**src/rtl/itrt_pkg.sv**
```systemverilog
// shared constants, types and the digit-to-ascii function for the radix text converter
`timescale 1ns / 1ps
`default_nettype none

package itrt_pkg;

	localparam int WORD_WIDTH     = 32;
	localparam int VALUE_W        = 32;
	localparam int RADIX_W        = 6;
	localparam int DIGIT_W        = 6;
	localparam int CHAR_W         = 7;
	localparam int ADDR_W         = $clog2(WORD_WIDTH);
	localparam int CNT_W          = $clog2(WORD_WIDTH + 1);
	localparam int BITS_PER_CYCLE = 4;
	localparam int DIV_STEPS      = (WORD_WIDTH + BITS_PER_CYCLE - 1) / BITS_PER_CYCLE;
	localparam int DIV_W          = DIV_STEPS * BITS_PER_CYCLE;
	localparam int STEP_CNT_W     = $clog2(DIV_STEPS);

	localparam logic [RADIX_W-1:0] RADIX_MIN = RADIX_W'(2);
	localparam logic [RADIX_W-1:0] RADIX_MAX = RADIX_W'(36);
	localparam logic [DIGIT_W-1:0] DIGIT_MAX = DIGIT_W'(35);
	localparam logic [DIGIT_W-1:0] DIGIT_TEN = DIGIT_W'(10);

	localparam logic [CHAR_W-1:0] CHAR_MINUS = 7'h2d;
	localparam logic [CHAR_W-1:0] CHAR_ZERO  = 7'h30;
	localparam logic [CHAR_W-1:0] CHAR_LOW_A = 7'h61;

	typedef struct packed {
		logic               done;
		logic [DIGIT_W-1:0] remainder;
		logic [DIV_W-1:0]   quotient;
	} div_res_t;

	function automatic logic [CHAR_W-1:0] digit_char(input logic [DIGIT_W-1:0] d);
		logic [DIGIT_W-1:0] dc;
		dc = (d > DIGIT_MAX) ? DIGIT_MAX : d;
		if (dc < DIGIT_TEN) begin
			return CHAR_ZERO + CHAR_W'(dc);
		end
		return CHAR_LOW_A + CHAR_W'(dc - DIGIT_TEN);
	endfunction

endpackage

`default_nettype wire

```
**src/rtl/itrt_digit_ram.sv**
```systemverilog
// digit store: one write port, one read port with registered read data
`timescale 1ns / 1ps
`default_nettype none

module itrt_digit_ram (
	input  wire logic                         clk,
	input  wire logic                         we,
	input  wire logic [itrt_pkg::ADDR_W-1:0]  waddr,
	input  wire logic [itrt_pkg::DIGIT_W-1:0] wdata,
	input  wire logic                         re,
	input  wire logic [itrt_pkg::ADDR_W-1:0]  raddr,
	output logic      [itrt_pkg::DIGIT_W-1:0] rdata
);

	logic [itrt_pkg::DIGIT_W-1:0] mem_q [itrt_pkg::WORD_WIDTH];

	always_ff @(posedge clk) begin
		if (we) begin
			mem_q[waddr] <= wdata;
		end
	end

	always_ff @(posedge clk) begin
		if (re) begin
			rdata <= mem_q[raddr];
		end
	end

endmodule

`default_nettype wire

```
**src/rtl/itrt_divider.sv**
```systemverilog
// iterative divider: magnitude by radix, four quotient bits per cycle
`timescale 1ns / 1ps
`default_nettype none

module itrt_divider (
	input  wire logic                         clk,
	input  wire logic                         arst_n,
	input  wire logic                         go,
	input  wire logic [itrt_pkg::DIV_W-1:0]   dividend,
	input  wire logic [itrt_pkg::RADIX_W-1:0] divisor,
	output itrt_pkg::div_res_t                res
);

	logic                            busy_q;
	logic                            done_q;
	logic [itrt_pkg::STEP_CNT_W-1:0] cnt_q;
	logic [itrt_pkg::DIV_W-1:0]      quo_q;
	logic [itrt_pkg::DIGIT_W-1:0]    rem_q;
	logic [itrt_pkg::RADIX_W-1:0]    div_q;
	logic [itrt_pkg::DIV_W-1:0]      quo_n;
	logic [itrt_pkg::DIGIT_W-1:0]    rem_n;

	// restoring division; dividend bits shift out at the top, quotient bits in at the bottom
	always_comb begin
		logic [itrt_pkg::DIGIT_W:0] trial;
		quo_n = quo_q;
		rem_n = rem_q;
		for (int i = 0; i < itrt_pkg::BITS_PER_CYCLE; i++) begin
			trial = {rem_n, quo_n[itrt_pkg::DIV_W-1]};
			quo_n = {quo_n[itrt_pkg::DIV_W-2:0], 1'b0};
			if (trial >= {1'b0, div_q}) begin
				trial    = trial - {1'b0, div_q};
				quo_n[0] = 1'b1;
			end
			rem_n = trial[itrt_pkg::DIGIT_W-1:0];
		end
	end

	always_ff @(posedge clk or negedge arst_n) begin
		if (!arst_n) begin
			busy_q <= 1'b0;
			done_q <= 1'b0;
			cnt_q  <= '0;
		end else begin
			done_q <= 1'b0;
			if (go) begin
				busy_q <= 1'b1;
				cnt_q  <= '0;
			end else if (busy_q) begin
				cnt_q <= cnt_q + 1'b1;
				if (cnt_q == itrt_pkg::STEP_CNT_W'(itrt_pkg::DIV_STEPS - 1)) begin
					busy_q <= 1'b0;
					done_q <= 1'b1;
				end
			end
		end
	end

	always_ff @(posedge clk) begin
		if (go) begin
			quo_q <= dividend;
			rem_q <= '0;
			div_q <= divisor;
		end else if (busy_q) begin
			quo_q <= quo_n;
			rem_q <= rem_n;
		end
	end

	assign res.done      = done_q;
	assign res.remainder = rem_q;
	assign res.quotient  = quo_q;

endmodule

`default_nettype wire

```
**src/rtl/integer_to_radix_text.sv**
```systemverilog
// integer to radix text converter: top level with sequencer
//
// request channel: value (signed 32 bit) and radix (2..36, saturated outside
// that range) are taken at a rising edge where start is high and busy is low.
// busy stays high until the last character of the request has been shown.
// result channel: one ascii character per cycle on character, marked by
// strobe; last is high with the final character. the receiver cannot stall,
// so every strobed character is taken in the cycle it appears.
// the magnitude is divided by the radix repeatedly in a shared divider that
// resolves four quotient bits per cycle; each remainder is written into the
// digit memory, least significant first.
// the digits are then read back most significant first, one per cycle, with
// registered read data; a leading '-' goes out first for a negative value.
// a new request can be taken in the first cycle that busy is low.
// reset clears the sequencer and the digit count; the digit memory is not
// cleared since every entry is written before it is read.
`timescale 1ns / 1ps
`default_nettype none

module integer_to_radix_text (
	input  wire logic                                clk,
	input  wire logic                                arst_n,
	input  wire logic                                start,
	output logic                                     busy,
	input  wire logic signed [itrt_pkg::VALUE_W-1:0] value,
	input  wire logic        [itrt_pkg::RADIX_W-1:0] radix,
	output logic                                     strobe,
	output logic             [itrt_pkg::CHAR_W-1:0]  character,
	output logic                                     last
);

	localparam logic [1:0] ST_IDLE  = 2'd0;
	localparam logic [1:0] ST_DIV   = 2'd1;
	localparam logic [1:0] ST_EMIT  = 2'd2;
	localparam logic [1:0] ST_DRAIN = 2'd3;

	logic [1:0]                        state_q;
	logic [itrt_pkg::CNT_W-1:0]        cnt_q;
	logic [itrt_pkg::ADDR_W-1:0]       rd_addr_q;
	logic                              neg_q;
	logic                              sign_pend_q;
	logic [itrt_pkg::RADIX_W-1:0]      radix_q;
	logic                              rd_vld_s1;
	logic                              rd_last_s1;

	logic                              accept;
	logic [itrt_pkg::WORD_WIDTH-1:0]   word;
	logic                              neg;
	logic [itrt_pkg::WORD_WIDTH-1:0]   mag;
	logic [itrt_pkg::RADIX_W-1:0]      radix_sat;
	logic                              finish;
	logic                              div_go;
	logic [itrt_pkg::DIV_W-1:0]        dividend;
	logic [itrt_pkg::RADIX_W-1:0]      divisor;
	logic                              wr_en;
	logic                              rd_en;
	logic [itrt_pkg::DIGIT_W-1:0]      rd_digit;
	itrt_pkg::div_res_t                div_res;

	assign busy   = (state_q != ST_IDLE);
	assign accept = start && !busy;

	assign word = value[itrt_pkg::WORD_WIDTH-1:0];
	assign neg  = word[itrt_pkg::WORD_WIDTH-1];
	assign mag  = neg ? (~word + 1'b1) : word;

	always_comb begin
		priority if (radix < itrt_pkg::RADIX_MIN) begin
			radix_sat = itrt_pkg::RADIX_MIN;
		end else if (radix > itrt_pkg::RADIX_MAX) begin
			radix_sat = itrt_pkg::RADIX_MAX;
		end else begin
			radix_sat = radix;
		end
	end

	// conversion ends when the quotient is zero or the store is full
	assign finish = (div_res.quotient == '0)
		|| (cnt_q == itrt_pkg::CNT_W'(itrt_pkg::WORD_WIDTH - 1));

	assign wr_en    = (state_q == ST_DIV) && div_res.done;
	assign div_go   = accept || (wr_en && !finish);
	assign dividend = (state_q == ST_IDLE) ? itrt_pkg::DIV_W'(mag) : div_res.quotient;
	assign divisor  = (state_q == ST_IDLE) ? radix_sat : radix_q;
	assign rd_en    = (state_q == ST_EMIT);

	itrt_divider u_div (
		.clk      (clk),
		.arst_n   (arst_n),
		.go       (div_go),
		.dividend (dividend),
		.divisor  (divisor),
		.res      (div_res)
	);

	itrt_digit_ram u_ram (
		.clk   (clk),
		.we    (wr_en),
		.waddr (cnt_q[itrt_pkg::ADDR_W-1:0]),
		.wdata (div_res.remainder),
		.re    (rd_en),
		.raddr (rd_addr_q),
		.rdata (rd_digit)
	);

	always_ff @(posedge clk or negedge arst_n) begin
		if (!arst_n) begin
			state_q     <= ST_IDLE;
			cnt_q       <= '0;
			neg_q       <= 1'b0;
			sign_pend_q <= 1'b0;
			rd_vld_s1   <= 1'b0;
		end else begin
			rd_vld_s1 <= 1'b0;
			unique case (state_q)
				ST_IDLE: begin
					if (accept) begin
						neg_q   <= neg;
						cnt_q   <= '0;
						state_q <= ST_DIV;
					end
				end
				ST_DIV: begin
					if (div_res.done) begin
						cnt_q <= cnt_q + 1'b1;
						if (finish) begin
							sign_pend_q <= neg_q;
							state_q     <= ST_EMIT;
						end
					end
				end
				ST_EMIT: begin
					sign_pend_q <= 1'b0;
					rd_vld_s1   <= 1'b1;
					if (rd_addr_q == '0) begin
						state_q <= ST_DRAIN;
					end
				end
				ST_DRAIN: begin
					state_q <= ST_IDLE;
				end
				default: begin
					state_q <= ST_IDLE;
				end
			endcase
		end
	end

	always_ff @(posedge clk) begin
		if (accept) begin
			radix_q <= radix_sat;
		end
		if (wr_en) begin
			rd_addr_q <= cnt_q[itrt_pkg::ADDR_W-1:0];
		end else if (rd_en && rd_addr_q != '0) begin
			rd_addr_q <= rd_addr_q - 1'b1;
		end
		if (rd_en) begin
			rd_last_s1 <= (rd_addr_q == '0);
		end
	end

	// the sign goes out in the first read cycle, before any digit data is back
	assign strobe    = rd_vld_s1 || (rd_en && sign_pend_q);
	assign character = rd_vld_s1 ? itrt_pkg::digit_char(rd_digit) : itrt_pkg::CHAR_MINUS;
	assign last      = rd_vld_s1 && rd_last_s1;

endmodule

`default_nettype wire
```
**config.mk**
```make
export PLATFORM = sky130hd
export DESIGN_NAME = integer_to_radix_text
export DESIGN_NICKNAME = d
export VERILOG_FILES = /design/src/rtl/itrt_pkg.sv /design/src/rtl/itrt_digit_ram.sv /design/src/rtl/itrt_divider.sv /design/src/rtl/integer_to_radix_text.sv
export SDC_FILE = /design/constraint.sdc
export NUM_CORES = 1
export LEC_CHECK = 0
export ABC_AREA = 0
export BUFFER_PORTS_ARGS = -buffer_cell sky130_fd_sc_hd__buf_4
export CORE_UTILIZATION = 30
export DETAILED_ROUTE_END_ITERATION = 12
export HOLD_SLACK_MARGIN = 0.08
export PLACE_DENSITY = 0.43
export SYNTH_ARGS = -nofsm -noshare
export SYNTH_HDL_FRONTEND = slang
export SYNTH_SLANG_ARGS = --single-unit
```
**constraint.sdc**
```tcl
create_clock -name clk -period 9.3 [get_ports clk]
set_input_delay 0.465 -clock clk [delete_from_list [all_inputs] [get_ports clk]]
set_output_delay 0.465 -clock clk [all_outputs]
set_load 0.05 [all_outputs]
```
==> impl_metrics.yaml <==
synth:
  yosysWarningCount: 0
  synth-edff-count: 248
  ys_ff_latch: 270
  syn_inst: 887
  synthFlopType: "edfxtp_1"
  ys_seq_area_share_pct: 61.6
  syn_nets: 969
  syn_area_per_cell_um2: 14.6
  async_flop_share_pct: 5.93
  synth_top_area_share_pct: 57.6
  synthTopCellsByArea: "edfxtp_1, mux4_2, ha_1"
  synth_most_common_cell: "edfxtp_1"
  synth_top_cell_by_area: "edfxtp_1"
  synth_cell_types: 70
  yosys-top-cells-count: "edfxtp_1, nand2_1, nor2_1, mux4_2, o21ai_0"
  netlist_area_um2: 12900
timing:
  tns_ns: 0
  max_freq_ghz: 0.128
  finalSetupViolCount: 0
  report.final.hold_viol_count: 0
  slew_headroom_pct: 35.2
  tightest_slew_ns: 0.972
  fin_crit_ns: 7.80
  fin_skew_ns: 0.0237
  rsz0062_at_grt: "no"
  finalMaxSlewViolations: 0
  fin_crit_sh_pct: 83.9
critical_path:
  path_class: "reg2reg"
  crit_top_cell: "ha_1"
  slowest_delay_ns: 0.50
  cp_data_arrival_time_ns: 8.30
  worstPathMaxFanout: 10
  worst_setup_path_start_kind: "register"
  required_ns: 9.80
  cp_slowest_cell: "or4b_1"
  endpoint_kind: "register"
global_route:
  grt_max_degree: 67
  grt_use_total_pct: 13.9
  antenna_found_initial: 0
  grt_first_pass_wirelength_mm: 46.3
  grt-ovfl-total: 0
  grt_pass1_vias: 7345
floorplan:
  die_w_um: 210
  core_um2: 42200
  io_pins: 51
  die_area_um2: 43900
  row_count: 75
  dieHeight_um: 210
  start_util_pct: 30.6
route:
  ant_nets: 0
  drt_wl_total_mm: 30.6
  via_per_inst: 4.90
  wl_per_cell_um: 20.4
  drc_errors: 0
  drt_iter0_drc: 487
  vias: 7377
  firstDrtPassIters: 5
clock_tree:
  clk_latency_ns: 0.57
  tritoncts: "built"
  htreeDepth: 1
  cts_made_buffers: 30
  clk_path_buf_depth: 3
  cts.repair.resized: 0
  clock-sinks: 270
  clockRootBuffer: "clkbuf_16"
  path_clk_slew_ns: 0.06
layout:
  finish.instance_area_um2: 14900
  antenna_cells: 0
  syn_to_final_growth_pct: 15.2
  fin_util_pct: 35.3
  n_fill_cell: 4145
  fin_nets: 1025
  layout-drive-gt1-share_pct: 21.1
  instances_no_fill: 1505
place:
  placed_area_um2: 13900
  port_buffers: 49
  dp_hpwl_mm: 20.7
  place_inst: 1449
  gp_congestion: 0.777
job:
  drv_cap: 0
run_status:
  status: "complete, no violations"
hold_path:
  min_path_type: "in2reg"
## repair_timing
action,in CTS,in global routing
buffers inserted,0,0
setup endpoints to repair,0,0
endpoints found under the hold margin,16,0
hold buffers,1,0
## cell type report
class | count | area (um^2) | share of cell area [%]
Sequential cell | 270 | 7970 | 53.5
Multi-Input combinational cell | 545 | 4680 | 31.4
Clock buffer | 45 | 878 | 5.90
Tap cell | 539 | 674 | 4.53
Timing Repair Buffer | 61 | 460 | 3.09
Inverter | 35 | 131 | 0.882
Clock inverter | 10 | 104 | 0.697
## worst max-delay path: cells and delay by family (launching register included)
family | cells | cell delay [ns]
AOI/OAI and AO/OA | 15 | 3.56
adders and majority gates | 4 | 1.27
buffers and inverters | 2 | 0.28
DFF | 1 | 0.36
muxes | 2 | 0.74
and+or+nand+nor | 6 | 1.50
## per-stage QoR
step	hold WS, ns	worst slack [ns]
2_1_floorplan	0.169	2.12
3_3_place_gp	0.351	1.63
3_5_place_dp	0.353	1.51
4_1_cts	0.113	1.49
5_1_grt	0.135	0.902
6_report	0.151	1.50
## routing by layer
| metal | GRT usage [%] | share of wire (%) | vias to the layer above |
|---|---|---|---|
| li1 | - | - | 3532 |
| met1 | 20.1 | 49 | 3698 |
| met4 | 3.22 | 1.9 | 0 |
| met2 | 22.4 | 47 | 105 |
| met3 | 1.83 | 2.7 | 42 |
| met5 | 0 | 0 | - |
## placed cells by master, fill, tap and decap left out, types with 5 or more instances in the layout
master and instances:
a211oi_1 7, a21o_1 8, a21oi_1 21, buf_4 60, clkbuf_1 9, clkbuf_16 31
clkbuf_8 5, dfrtp_1 16, dfxtp_1 6, edfxtp_1 248, ha_1 37, inv_1 35
mux2_2 19, mux2i_1 10, mux4_2 60, nand2_1 74, nand2b_1 6, nand3_1 13
nand4_1 6, nor2_1 71, nor2b_1 6, nor3_1 6, nor4_1 10, o21a_1 6
o21ai_0 52, o31ai_1 10, o41ai_1 6, or4_1 6, xnor2_1 13, xor2_1 38
## registers in the layout, indices dropped and copies added, names as in the netlist, 2 cells and up
signal,flops
u_ram.rdata,6
state_q,2
u_div.rem_q,6
u_div.quo_q,32
cnt_q,6
u_div.div_q,6
u_ram.mem_q,192
radix_q,6
u_div.cnt_q,3
rd_addr_q,5
## logic make-up after synthesis
group	after synthesis	synth area share [%]
flip-flops	270	61.6
AND/OR/NAND/NOR	223	8.26
AO/OA/AOI/OAI	139	7.22
multiplexers	89	12.9
buffers and inverters	72	2.27
XOR/XNOR	51	3.45
adder cells (fa/ha/maj)	42	4.28
other	1	0.0290
## path summary, 6_finish.rpt
kind	startpoint	endpoint	slack, ns	cells past startpoint
setup / recovery	u_div.div_q[3]$_DFFE_PN_	u_div.rem_q[2]$_SDFFE_PN0P_	1.50	29
hold / removal	radix[5]	radix_q[5]$_DFFE_PP_	0.15	1
setup reg to reg	u_div.div_q[3]$_DFFE_PN_	u_div.rem_q[2]$_SDFFE_PN0P_	1.50	29
hold reg to reg	sign_pend_q$_DFFE_PN0P_	sign_pend_q$_DFFE_PN0P_	0.53	1
max in group asynchronous	arst_n	u_div.cnt_q[0]$_DFFE_PN0P_	8.78	2
min in group asynchronous	arst_n	cnt_q[1]$_DFFE_PN0P_	0.30	2
Power is not shown: default switching activity piles up to over one toggle a cycle in this logic, so the estimate is an artifact.
